$ cat config.mk
export PLATFORM = sky130hd
export DESIGN_NAME = dhcp_client_handshake
export DESIGN_NICKNAME = d
export VERILOG_FILES = /design/src/rtl/core/dhcp_pkg.sv /design/src/rtl/core/dhcp_parser.sv /design/src/rtl/core/dhcp_res_fifo.sv /design/src/rtl/core/dhcp_client_handshake.sv
export VERILOG_INCLUDE_DIRS = /design/src /design/src/rtl/core
export SDC_FILE = /design/constraint.sdc
export NUM_CORES = 1
export LEC_CHECK = 0
export ABC_AREA = 1
export BUFFER_PORTS_ARGS = -buffer_cell sky130_fd_sc_hd__buf_2
export CAP_MARGIN = 0
export CORE_ASPECT_RATIO = 0.7
export CORE_MARGIN = 5
export CORE_UTILIZATION = 35
export CTS_CLUSTER_SIZE = 12
export DETAILED_ROUTE_END_ITERATION = 10
export HOLD_SLACK_MARGIN = 0.05
export PLACE_DENSITY = 0.56
export RECOVER_POWER = 25
export SKIP_CTS_REPAIR_TIMING = 1
export SYNTH_ARGS = -nofsm -noshare
export SYNTH_HDL_FRONTEND = slang
export SYNTH_SLANG_ARGS = --single-unit
export TNS_END_PERCENT = 1
$ cat constraint.sdc
create_clock -name clk -period 13.77 [get_ports clk]
set_clock_uncertainty 0.2 [all_clocks]
set_input_delay 0.6885 -clock clk [delete_from_list [all_inputs] [get_ports clk]]
set_output_delay 0.6885 -clock clk [all_outputs]
set_load 0.02 [all_outputs]
$ cat src/rtl/core/dhcp_client_handshake_macros.svh
// Assertion helpers for the RTL files of the DHCP client block; only the handshake controller includes them.
`ifndef DHCP_CLIENT_HANDSHAKE_MACROS_SVH
`define DHCP_CLIENT_HANDSHAKE_MACROS_SVH

`ifndef SYNTHESIS

`define DHCP_ASSERT_IMP(label, clk, rst_n, ante, cons) \
  label: assert property (@(posedge clk) disable iff (!rst_n) (ante) |-> (cons)) \
    else $error("dhcp assertion failed");

`define DHCP_ASSERT_NXT(label, clk, rst_n, ante, cons) \
  label: assert property (@(posedge clk) disable iff (!rst_n) (ante) |=> (cons)) \
    else $error("dhcp assertion failed");

`else

`define DHCP_ASSERT_IMP(label, clk, rst_n, ante, cons)

`define DHCP_ASSERT_NXT(label, clk, rst_n, ante, cons)

`endif

`endif

$ cat src/rtl/core/dhcp_pkg.sv
`default_nettype none
package dhcp_pkg;

  localparam int unsigned MAX_FRAME = 1536;
  localparam int unsigned FPOS_W = 11;
  localparam logic [FPOS_W-1:0] OPT_START = 11'd282;

  localparam logic [1:0] ACT_START = 2'd0;
  localparam logic [1:0] ACT_TICK = 2'd1;
  localparam logic [1:0] ACT_BYTE = 2'd2;

  localparam logic [1:0] EV_DISCOVER = 2'd0;
  localparam logic [1:0] EV_REQUEST = 2'd1;
  localparam logic [1:0] EV_BOUND = 2'd2;
  localparam logic [1:0] EV_FAILED = 2'd3;

  localparam logic [7:0] ETH_TYPE_HI = 8'h08;
  localparam logic [7:0] ETH_TYPE_LO = 8'h00;
  localparam logic [7:0] IP_PROTO_UDP = 8'd17;
  localparam logic [7:0] UDP_PORT_HI = 8'd0;
  localparam logic [7:0] UDP_PORT_LO = 8'd68;
  localparam logic [7:0] XID_HI = 8'hAA;
  localparam logic [7:0] XID_LO = 8'h33;

  localparam logic [7:0] OPT_END = 8'd255;
  localparam logic [7:0] OPT_MSG_TYPE = 8'd53;
  localparam logic [7:0] OPT_SERVER_ID = 8'd54;
  localparam logic [7:0] MSG_OFFER = 8'd2;
  localparam logic [7:0] MSG_ACK = 8'd5;

  localparam logic [31:0] TICKS_RESET = 32'd1000;
  localparam logic [3:0] ATTEMPTS_RESET = 4'd3;

  localparam int unsigned RES_DEPTH = 3;
  localparam int unsigned RES_PTR_W = $clog2(RES_DEPTH);
  localparam int unsigned RES_LVL_W = $clog2(RES_DEPTH + 1);

  typedef enum logic [1:0] {
    PH_IDLE  = 2'd0,
    PH_DISC  = 2'd1,
    PH_OFFER = 2'd2
  } phase_t;

  typedef struct packed {
    logic [1:0]  event_res;
    logic [31:0] ip_addr;
    logic [31:0] server_addr;
  } res_t;

  typedef struct packed {
    logic        eof;
    logic        ok;
    logic [7:0]  msg_type;
    logic [31:0] your_addr;
    logic [31:0] server_id;
  } frame_info_t;

endpackage
`default_nettype wire

$ cat src/rtl/core/dhcp_parser.sv
`default_nettype none
module dhcp_parser (
  input  wire logic                 clk,
  input  wire logic                 rst_n,
  input  wire logic                 byte_en,
  input  wire logic [7:0]           rx_byte,
  input  wire logic                 rx_last,
  output dhcp_pkg::frame_info_t     info
);
  import dhcp_pkg::*;

  logic [FPOS_W-1:0] pos_r, pos_nxt;
  logic              ok_r, ok_nxt;
  logic [7:0]        msg_r, msg_nxt;
  logic [31:0]       sid_r, sid_nxt;
  logic [31:0]       ya_r, ya_nxt;
  logic [FPOS_W-1:0] nopt_r, nopt_nxt;
  logic [7:0]        code_r, code_nxt;
  logic [7:0]        len_r, len_nxt;
  logic              stop_r, stop_nxt;
  logic [31:0]       gather_r, gather_nxt;

  logic              take;
  logic              eof;
  logic [FPOS_W-1:0] off;
  logic [FPOS_W-1:0] pos_inc;
  logic [1:0]        lane;
  logic [1:0]        vi;
  logic [31:0]       gw;

  assign take = byte_en && (pos_r < FPOS_W'(MAX_FRAME));
  assign eof = byte_en && rx_last;
  assign off = pos_r - nopt_r;
  assign pos_inc = pos_r + 11'd1;
  assign lane = 2'(pos_r[1:0] - 2'd2);
  assign vi = 2'(off - 11'd2);
  assign gw = gather_r | ({24'b0, rx_byte} << {vi, 3'b000});

  always_comb begin
    pos_nxt = pos_r;
    ok_nxt = ok_r;
    msg_nxt = msg_r;
    sid_nxt = sid_r;
    ya_nxt = ya_r;
    nopt_nxt = nopt_r;
    code_nxt = code_r;
    len_nxt = len_r;
    stop_nxt = stop_r;
    gather_nxt = gather_r;
    if (take) begin
      pos_nxt = pos_inc;
      case (pos_r)
        11'd12: if (rx_byte != ETH_TYPE_HI) ok_nxt = 1'b0;
        11'd13: if (rx_byte != ETH_TYPE_LO) ok_nxt = 1'b0;
        11'd23: if (rx_byte != IP_PROTO_UDP) ok_nxt = 1'b0;
        11'd36: if (rx_byte != UDP_PORT_HI) ok_nxt = 1'b0;
        11'd37: if (rx_byte != UDP_PORT_LO) ok_nxt = 1'b0;
        11'd46: if (rx_byte != XID_HI) ok_nxt = 1'b0;
        11'd47: if (rx_byte != XID_LO) ok_nxt = 1'b0;
        default: ;
      endcase
      if (pos_r >= 11'd58 && pos_r <= 11'd61) begin
        ya_nxt = ya_r | ({24'b0, rx_byte} << {lane, 3'b000});
      end
      if (!stop_r && pos_r >= nopt_r) begin
        if (off == 11'd0) begin
          if (rx_byte == OPT_END) begin
            stop_nxt = 1'b1;
          end else begin
            code_nxt = rx_byte;
          end
        end else if (off == 11'd1) begin
          len_nxt = rx_byte;
          gather_nxt = 32'd0;
          if (rx_byte == 8'd0) nopt_nxt = pos_inc;
        end else begin
          if (code_r == OPT_MSG_TYPE && len_r == 8'd1) msg_nxt = rx_byte;
          if (code_r == OPT_SERVER_ID && len_r == 8'd4 && off <= 11'd5) begin
            gather_nxt = gw;
            if (vi == 2'd3) sid_nxt = gw;
          end
          if (off == {3'b000, len_r} + 11'd1) nopt_nxt = pos_inc;
        end
      end
    end
  end

  assign info.eof = eof;
  assign info.ok = ok_nxt && (pos_nxt >= OPT_START);
  assign info.msg_type = msg_nxt;
  assign info.your_addr = ya_nxt;
  assign info.server_id = sid_nxt;

  always_ff @(posedge clk) begin
    if (!rst_n || eof) begin
      pos_r <= '0;
      ok_r <= 1'b1;
      msg_r <= '0;
      sid_r <= '0;
      ya_r <= '0;
      nopt_r <= OPT_START;
      code_r <= '0;
      len_r <= '0;
      stop_r <= 1'b0;
      gather_r <= '0;
    end else begin
      pos_r <= pos_nxt;
      ok_r <= ok_nxt;
      msg_r <= msg_nxt;
      sid_r <= sid_nxt;
      ya_r <= ya_nxt;
      nopt_r <= nopt_nxt;
      code_r <= code_nxt;
      len_r <= len_nxt;
      stop_r <= stop_nxt;
      gather_r <= gather_nxt;
    end
  end

endmodule
`default_nettype wire

$ cat src/rtl/core/dhcp_res_fifo.sv
`default_nettype none
module dhcp_res_fifo (
  input  wire logic                          clk,
  input  wire logic                          rst_n,
  input  wire logic                          push,
  input  wire dhcp_pkg::res_t                din,
  input  wire logic                          pop,
  output dhcp_pkg::res_t                     dout,
  output logic                               valid,
  output logic [dhcp_pkg::RES_LVL_W-1:0]     level
);
  import dhcp_pkg::*;

  res_t                 mem_r [RES_DEPTH];
  logic [RES_PTR_W-1:0] wr_r, wr_nxt;
  logic [RES_PTR_W-1:0] rd_r, rd_nxt;
  logic [RES_LVL_W-1:0] cnt_r, cnt_nxt;
  logic                 do_pop;

  assign valid = (cnt_r != '0);
  assign level = cnt_r;
  assign dout = mem_r[rd_r];
  assign do_pop = pop && valid;

  always_comb begin
    wr_nxt = wr_r;
    rd_nxt = rd_r;
    cnt_nxt = cnt_r;
    if (push) begin
      wr_nxt = (wr_r == RES_PTR_W'(RES_DEPTH - 1)) ? '0 : wr_r + RES_PTR_W'(1);
    end
    if (do_pop) begin
      rd_nxt = (rd_r == RES_PTR_W'(RES_DEPTH - 1)) ? '0 : rd_r + RES_PTR_W'(1);
    end
    if (push && !do_pop) begin
      cnt_nxt = cnt_r + RES_LVL_W'(1);
    end else if (!push && do_pop) begin
      cnt_nxt = cnt_r - RES_LVL_W'(1);
    end
  end

  always_ff @(posedge clk) begin
    if (!rst_n) begin
      wr_r <= '0;
      rd_r <= '0;
      cnt_r <= '0;
    end else begin
      wr_r <= wr_nxt;
      rd_r <= rd_nxt;
      cnt_r <= cnt_nxt;
    end
  end

  always_ff @(posedge clk) begin
    if (push) mem_r[wr_r] <= din;
  end

endmodule
`default_nettype wire

$ cat src/rtl/core/dhcp_client_handshake.sv
// DHCP client handshake controller.
// Input channel (in_valid/in_stall): one item per cycle, holding an action
// (start, timer tick or received frame byte), the frame byte and a last flag.
// Result channel (out_valid/out_stall): at most one result item per input
// item, telling the host to send a DISCOVER or a REQUEST, or reporting a
// bound address or a failed handshake, together with the addresses.
// The APB port holds the ticks per attempt window at address 0 and the
// attempt limit at address 4; write them only while the block is idle.
// An item is registered at acceptance and processed on the next edge, which
// writes its result into the result queue. Throughput is one item per cycle
// while in_stall is low; every item passes the parser and the handshake
// controller once, combinationally from its input register.
// Results wait in a three-entry queue. While the receiver stalls, items keep
// being accepted until the queue and the item in flight would fill it, and
// then in_stall rises. Nothing is dropped.
// Reset sets the window to 1000 ticks and the limit to 3 attempts, empties
// the queue and puts the controller idle with a cleared frame parser.
`default_nettype none
`include "dhcp_client_handshake_macros.svh"
module dhcp_client_handshake (
  input  wire logic        clk,
  input  wire logic        rst_n,
  input  wire logic        in_valid,
  output logic             in_stall,
  input  wire logic [1:0]  in_action,
  input  wire logic [7:0]  in_rx_byte,
  input  wire logic        in_rx_last,
  output logic             out_valid,
  input  wire logic        out_stall,
  output logic [1:0]       out_event_res,
  output logic [31:0]      out_ip_addr,
  output logic [31:0]      out_server_addr,
  input  wire logic        psel,
  input  wire logic        penable,
  input  wire logic        pwrite,
  input  wire logic [2:0]  paddr,
  input  wire logic [31:0] pwdata,
  output logic [31:0]      prdata,
  output logic             pready
);
  import dhcp_pkg::*;

  logic [31:0] ticks_r;
  logic [3:0]  max_att_r;

  logic        v1_r;
  logic [1:0]  act_r;
  logic [7:0]  byte_r;
  logic        last_r;

  phase_t      phase_r, phase_nxt;
  logic [3:0]  att_r, att_nxt;
  logic [31:0] wc_r, wc_nxt;
  logic [31:0] offered_r, offered_nxt;
  logic [31:0] server_r, server_nxt;

  logic        in_acc;
  logic        cfg_wr;
  frame_info_t info;
  logic        push;
  res_t        res;
  res_t        head;
  logic        pop;
  logic [RES_LVL_W-1:0] level;
  logic [31:0] wc_inc;
  logic [31:0] lim;

  assign pready = 1'b1;
  assign cfg_wr = psel && penable && pwrite;
  assign prdata = (paddr[1:0] != 2'b00) ? 32'd0 :
                  (paddr[2] ? {28'd0, max_att_r} : ticks_r);

  always_ff @(posedge clk) begin
    if (!rst_n) begin
      ticks_r <= TICKS_RESET;
      max_att_r <= ATTEMPTS_RESET;
    end else if (cfg_wr) begin
      if (paddr[2]) begin
        max_att_r <= pwdata[3:0];
      end else begin
        ticks_r <= pwdata;
      end
    end
  end

  assign in_stall = (level == RES_LVL_W'(RES_DEPTH)) ||
                    (v1_r && (level == RES_LVL_W'(RES_DEPTH - 1)));
  assign in_acc = in_valid && !in_stall;

  always_ff @(posedge clk) begin
    if (!rst_n) begin
      v1_r <= 1'b0;
    end else begin
      v1_r <= in_acc;
    end
  end

  always_ff @(posedge clk) begin
    if (in_acc) begin
      act_r <= in_action;
      byte_r <= in_rx_byte;
      last_r <= in_rx_last;
    end
  end

  dhcp_parser u_parser (
    .clk     (clk),
    .rst_n   (rst_n),
    .byte_en (v1_r && (act_r == ACT_BYTE)),
    .rx_byte (byte_r),
    .rx_last (last_r),
    .info    (info)
  );

  assign wc_inc = (wc_r == 32'hFFFF_FFFF) ? wc_r : wc_r + 32'd1;
  assign lim = (ticks_r == 32'd0) ? 32'd1 : ticks_r;

  always_comb begin
    phase_nxt = phase_r;
    att_nxt = att_r;
    wc_nxt = wc_r;
    offered_nxt = offered_r;
    server_nxt = server_r;
    push = 1'b0;
    res = '{event_res: EV_DISCOVER, ip_addr: 32'd0, server_addr: 32'd0};
    if (v1_r) begin
      case (act_r)
        ACT_START: begin
          phase_nxt = PH_DISC;
          att_nxt = 4'd1;
          wc_nxt = 32'd0;
          offered_nxt = 32'd0;
          server_nxt = 32'd0;
          push = 1'b1;
        end
        ACT_TICK: begin
          if (phase_r == PH_DISC || phase_r == PH_OFFER) begin
            if (wc_inc < lim) begin
              wc_nxt = wc_inc;
            end else if (att_r < max_att_r) begin
              att_nxt = att_r + 4'd1;
              wc_nxt = 32'd0;
              push = 1'b1;
            end else begin
              phase_nxt = PH_IDLE;
              wc_nxt = 32'd0;
              push = 1'b1;
              res.event_res = EV_FAILED;
            end
          end
        end
        ACT_BYTE: begin
          if (info.eof && info.ok) begin
            if (info.msg_type == MSG_OFFER && phase_r == PH_DISC) begin
              offered_nxt = info.your_addr;
              server_nxt = info.server_id;
              phase_nxt = PH_OFFER;
              push = 1'b1;
              res = '{event_res: EV_REQUEST, ip_addr: info.your_addr,
                      server_addr: info.server_id};
            end else if (info.msg_type == MSG_ACK && phase_r == PH_OFFER) begin
              phase_nxt = PH_IDLE;
              wc_nxt = 32'd0;
              push = 1'b1;
              res = '{event_res: EV_BOUND, ip_addr: offered_r,
                      server_addr: server_r};
            end
          end
        end
        default: ;
      endcase
    end
  end

  always_ff @(posedge clk) begin
    if (!rst_n) begin
      phase_r <= PH_IDLE;
      att_r <= '0;
      wc_r <= '0;
      offered_r <= '0;
      server_r <= '0;
    end else begin
      phase_r <= phase_nxt;
      att_r <= att_nxt;
      wc_r <= wc_nxt;
      offered_r <= offered_nxt;
      server_r <= server_nxt;
    end
  end

  assign pop = out_valid && !out_stall;

  dhcp_res_fifo u_res_fifo (
    .clk   (clk),
    .rst_n (rst_n),
    .push  (push),
    .din   (res),
    .pop   (pop),
    .dout  (head),
    .valid (out_valid),
    .level (level)
  );

  assign out_event_res = head.event_res;
  assign out_ip_addr = head.ip_addr;
  assign out_server_addr = head.server_addr;

  `DHCP_ASSERT_NXT(a_fail_goes_idle, clk, rst_n, push && (res.event_res == EV_FAILED), phase_r == PH_IDLE)
  `DHCP_ASSERT_IMP(a_bound_needs_offer, clk, rst_n, push && (res.event_res == EV_BOUND), phase_r == PH_OFFER)
  `DHCP_ASSERT_IMP(a_request_from_disc, clk, rst_n, push && (res.event_res == EV_REQUEST), phase_r == PH_DISC)
  `DHCP_ASSERT_IMP(a_no_overflow, clk, rst_n, push && !pop, level != RES_LVL_W'(RES_DEPTH))

endmodule
`default_nettype wire

# == After elaboration in Yosys (flattened, before gate mapping) ==
# Memories as Yosys holds them, arrays and structs flattened. A register that Yosys moved wholly into a read port is not among the register bits.
# Cells that the tools add are included.
# totals
register_bits,300
ram_bits,198
output_inout_bits,101
elab_cells,224
mem_count,1
# classes
addsub,11
n_lt_le_gt_ge,8
eq_ne,41
shift,2
mux,78
bitwise,5
n_reduce_logical,54
# mem_list
memory,words,word_bits,rd,rd_ports_with_merged_regs,wr,line,rtl
u_res_fifo.mem_r,3,66,1,1,1,dhcp_res_fifo.sv:14,res_t mem_r [RES_DEPTH];
# op_table
operator,count
2-to-1 mux 32 bit,23
2-to-1 mux 66 bit,4
case mux 32 bit (2 select lines),2
case mux 32 bit (3 select lines),1
2-to-1 mux 64 bit,1
OR 32 bit,2
<< shifter 8 x 5 -> 32 bit,2
"== test 11 x 6 -> 1 bit, second input constant",4
2-to-1 mux 11 bit,4
2-to-1 mux 8 bit,5
"adder 32 x 1 -> 32 bit, second input constant",1
"== test 32 bit, second input constant",1
logical NOT 32 bit,1
less-than comparator 32 bit,1
2-to-1 mux 2 bit,15
"== test 11 x 4 -> 1 bit, second input constant",2
logical AND 1 bit,20
AND reduction 4 bit,5
"== test 8 x 3 -> 1 bit, second input constant",2
"== test 8 x 6 -> 1 bit, second input constant",2
2-to-1 mux 1 bit,15
"== test 2 bit, second input constant",7
nonzero test 2 bit,7
2-to-1 mux 4 bit,3
47 further kinds,69

# == Depth between registers and ports, before layout ==
# logic_depth
word_depth,18
mapped_depth,31
depth_no_buf,31

# == Modules after synthesis ==
# A second synthesis with hierarchy kept.
# hier_totals
hier_cells,3043
hier_area_um2,24325.8
# modules_own_cells
mod,n_inst,cells_each,area_per_inst_um2
dhcp_client_handshake,1,1244,8423.1
dhcp_parser,1,1258,8261.7
dhcp_res_fifo,1,541,7641.1

# == Worst setup path after synthesis ==
# No wires, ideal clock.
# synth_path
path_type,register to register
start,reg wc_r[0]
end,"mem u_res_fifo.mem_r[2][0] (netlist bit), enable pin"
setup_ps,490
arrival_time_ps,5847
required_time_ps,13080
slack_ps,7233
path_stages_with_launch,25
cell_sequence,dfxtp_1 -> ha_1 -> nand3_1 -> nor2_1 -> nand3b_1 -> nand2_1 -> nor2_1 -> and2_1 -> nand2_1 -> nor2_1 -> nand2_1 -> nor2_1 -> nand4_1 -> xnor2_1 -> ha_1 -> nand2_1 -> nor4_1 -> inv_1 -> nor4_1 -> nand2_1 -> nand2_1 -> a21oi_1 -> nand2_1 -> nand2_1 -> nor2_1
# synth_via
elab_chain_len,9
# synth_rtl
element,line,rtl
from (decl),dhcp_client_handshake.sv:53,"logic [31:0] wc_r, wc_nxt;"
from (signal assigned),dhcp_client_handshake.sv:185,wc_r <= wc_nxt;
adder 32 x 1 -> 32 bit or == test 32 bit (tied branches),dhcp_client_handshake.sv:115,assign wc_inc = (wc_r == 32'hFFFF_FFFF) ? wc_r : wc_r + 32'd1;
2-to-1 mux 32 bit (*),dhcp_client_handshake.sv:115,
less-than comparator 32 bit (*),dhcp_client_handshake.sv:138,if (wc_inc < lim) begin
2-to-1 mux 1 bit (*),dhcp_client_handshake.sv:138,
2-to-1 mux 1 bit (*),dhcp_client_handshake.sv:137,if (phase_r == PH_DISC || phase_r == PH_OFFER) begin
case mux 1 bit (3 select lines) (*),dhcp_client_handshake.sv:127,case (act_r)
2-to-1 mux 1 bit (*),dhcp_client_handshake.sv:126,if (v1_r) begin
2-to-1 mux 1 bit (*),dhcp_res_fifo.sv:55,if (push) mem_r[wr_r] <= din;
2-to-1 mux 1 bit (implied by the code) (*),dhcp_res_fifo.sv:55,
to (decl),dhcp_res_fifo.sv:14,
# Mark *: on every way between the ends. The rest lies on a longest branch, timed or not.

# == Worst setup path after layout ==
# layout_path
start,reg act_r[0]
end,reg u_parser.gather_r[31]
# layout_via
elab_chain_len,4
# layout_rtl
element,line,rtl
from (decl),dhcp_client_handshake.sv:47,logic [1:0] act_r;
from (signal assigned),dhcp_client_handshake.sv:100,act_r <= in_action;
== test 2 bit (*),dhcp_client_handshake.sv:109,".byte_en (v1_r && (act_r == ACT_BYTE)),"
logical AND 1 bit (*),dhcp_client_handshake.sv:109,
"logical AND 1 bit, on equally long branches","dhcp_parser.sv:31, dhcp_parser.sv:32",
AND reduction 4 bit (no source line) or logical OR 1 bit (tied branches),-,
to (signal assigned),dhcp_parser.sv:116,gather_r <= gather_nxt;
to (decl),dhcp_parser.sv:21,"logic [31:0] gather_r, gather_nxt;"
# Marked as above.
# A chain may end at the register's enable or synchronous reset.

==> results.toml <==
[run_status]
outcome = "finished with violations"
violations = "capacitance limit, slew limit"

[synthesis]
avgSynthCellArea_um2 = 8.80
synth_top_area_cell = "edfxtp_1"
synth.top_cell.area_share_pct = 26.7
synthTopCellsByArea = "edfxtp_1 (27%), dfxtp_1 (25%), a21oi_1 (7.6%)"
syn_nets = 2782
synth_area_um2 = 23500
synthCells = 2667
yosys_warnings = 0
synth-edff-count = 209
synthFlopType = "dfxtp_1"
synthDistinctLibCells = 62
synthArstFlopShare_pct = 0
synth-seq-cells = 500
ys_seq_area_share_pct = 51.5

[grt]
met2_usage_pct = 26.4
met3_usage_pct = 3.42
busiest_layer = "met2"
grtUsageMet1_pct = 26.0
grt_max_degree = 100
grt_pass1_wl_um = 103000
grt_pass1_vias = 18200
antenna_found_initial = 0
grt_util_all_layers_pct = 17.5
grt_overflow_total = 0

[worst_setup_path]
r2r_start = "act_r[0]"
timing.rr.end = "u_parser.gather_r[31]"
required_ns = 14.04
r2r_cells = 11
crit_path_max_fanout = 99
path_class = "reg -> reg"
critical_path.startpoint_type = "flip-flop"
crit_arrival_ns = 9.99
rrSetupSlack_ns = 4.05
critPathCaptureType = "flip-flop"

[pwr]
pwr-share-clk_pct = 38.2
fin_total_pwr_mw = 3.52
vdd_drop_max_mv = 0.101
power_density_nw_per_um2 = 134
internal_power_mw = 2.48
power_frac_seq_pct = 45.0
p_sw_mw = 1.04
leakagePower_nw = 10.1
p_sw_share_pct = 29.6
pwr-share-comb_pct = 16.8

[layout]
nets = 2849
syn2layout_area_growth_pct = 12.0
mostFrequentLayoutCell = "nand2_1"
n_antenna_cell = 0
fin_util_pct = 39.6
drive_gt1_share_pct = 7.46
final_cell_mix = "nand2_1 (360), a21oi_1 (356), dfxtp_1 (289)"

[sta]
setup_viol = 0
fin_hold_ws_ns = 0.0747
final_hold_viol_count = 0
relSlewSlack_pct = -224
setup_slack_ns = 4.05
finalSetupTns_ns = 0
tightestPinTransition_ns = 4.86
fmax_mhz = 103
fin_crit_sh_pct = 70.6
finalMaxSlewViolations = 489
rsz0062_at_grt = "false"
period_needed_ns = 9.72

[worst_hold_path]
worstHoldStart = "in_rx_byte[7]"
hold_end = "byte_r[7]"
min_path_cells = 1
hold_path.class = "in -> reg"

[floorplanning]
coreArea_um2 = 66400
rows = 79
die_width_um = 320
die_area_um2 = 72500
pin_count = 154
die_h_um = 227
start_util_pct = 35.4

[placement]
dpl.hpwl_um = 43800
io_buffer_count = 152
place_ws_ns = 6.64
gp_congestion = 0.887

[clock_tree]
tritoncts = "yes"
cts_max_path_buffers = 3
insertion_delay_ns = 0.61
numCtsBuffers = 52
htreeDepth = 2
clk_pin_slew_ns = 0.06
cts-root-buf = "clkbuf_16"
clkSinkCount = 500

[drt]
vias = 19200
drc = 0
via_per_inst = 5.24
ant_nets = 0
wl_um = 65800
drt_first_pass_iters = 5
wl_per_cell_um = 18.0
drt-initial-drc-count = 1759

[flow_run]
maxCapViolations = 8
## power groups by stage
stage               sequential, mW  clock (mW)  combinational, mW
finish                        1.58        1.34              0.592
global route                  1.58        1.44              0.656
CTS                           1.58        1.38              0.618
detailed placement            1.61           0              0.616
global placement              1.61           0              0.605
floorplan                     1.60           0              0.406
## routing by layer
layer / wire length [um] / share of wire [%]
met4: 1220 / 1.9
met3: 4130 / 6.3
met2: 28000 / 43
met5: 0 / 0
met1: 32500 / 49
## final cells by class
| cell class | count | area (um2) |
|---|---|---|
| inverter | 292 | 1100 |
| timing repair buffer | 173 | 768 |
| multi-input combinational | 1715 | 9600 |
| clock buffer | 82 | 1500 |
| clock inverter | 13 | 106 |
| fill | 6670 | 40100 |
| sequential | 500 | 12100 |
| tap | 891 | 1110 |
## state kept, by name, summed over array words and instances, names as in the netlist, 4 cells and up, named ones only
name / flops
u_parser.nopt_r: 11
wc_r: 32
u_parser.pos_r: 11
u_res_fifo.mem_r: 198
u_parser.len_r: 8
att_r: 4
u_parser.gather_r: 32
u_parser.msg_r: 8
u_parser.sid_r: 32
u_parser.ya_r: 32
byte_r: 8
max_att_r: 4
u_parser.code_r: 8
ticks_r: 32
offered_r: 32
server_r: 32
## metrics by stage
stage	cell area [um2]	instances
global placement	24800	3571
finish	26300	3666
detailed placement	24800	3571
CTS	26400	3666
floorplan	23500	2667
global route	26300	3666
## worst max path at each step
stage | startpoint | cells after the start | slack [ns] | end
after floorplan | wc_r[0] | 24 | 7.23 | u_res_fifo.mem_r[2][0]
after global placement | u_parser.pos_r[1] | 20 | 6.92 | u_res_fifo.mem_r[2][27]
after detailed placement | u_parser.pos_r[1] | 20 | 6.64 | u_res_fifo.mem_r[2][32]
after CTS | u_parser.pos_r[1] | 20 | 6.63 | u_res_fifo.mem_r[2][25]
after global routing | act_r[0] | 11 | 3.38 | u_parser.gather_r[29]
final | act_r[0] | 11 | 4.05 | u_parser.gather_r[31]
## logic make-up (layout without fill, tap and decap cells)
group / after synthesis / in the layout / synth area share [%]
XOR/XNOR: 46 / 46 / 1.72
adder cells (fa/ha/maj): 62 / 62 / 3.34
other: 1 / 1 / 0.0160
buffers and inverters: 452 / 560 / 7.78
AO/OA/AOI/OAI: 603 / 603 / 16.0
AND/OR/NAND/NOR: 971 / 971 / 18.3
flip-flops: 500 / 500 / 51.5
multiplexers: 32 / 32 / 1.36
## Yosys cell counts, types with 5 or more instances
master and instances:
a41o_1 32, o211ai_1 7, nand3_1 100, a211oi_1 22, edfxtp_1 209, buf_1 12
inv_1 282, clkbuf_1 99, mux2i_1 32, nor2_1 284, o21a_1 20, o32ai_1 46
o21ai_0 75, xnor2_1 15, buf_4 5, nand3b_1 6, nand4_1 71, buf_6 9
inv_2 9, dfxtp_1 291, nand2_2 13, xor2_1 31, buf_2 34, nand2_1 363
nor4_1 8, ha_1 61, a31oi_1 6, nor3_1 101, a21oi_1 357, o32ai_2 18
## critical path: stages, from the launching register on
cell and delay, ns:
edfxtp_1 0.44, inv_1 0.11, ha_1 0.14, clkbuf_1 1.50, nand3_1 0.33, nand2_2 0.14, clkbuf_1 3.40, inv_1 1.64
nand2_1 0.89, inv_1 0.52, nand2_1 0.17, a21oi_1 0.06
(Power assumes the default switching activity.)
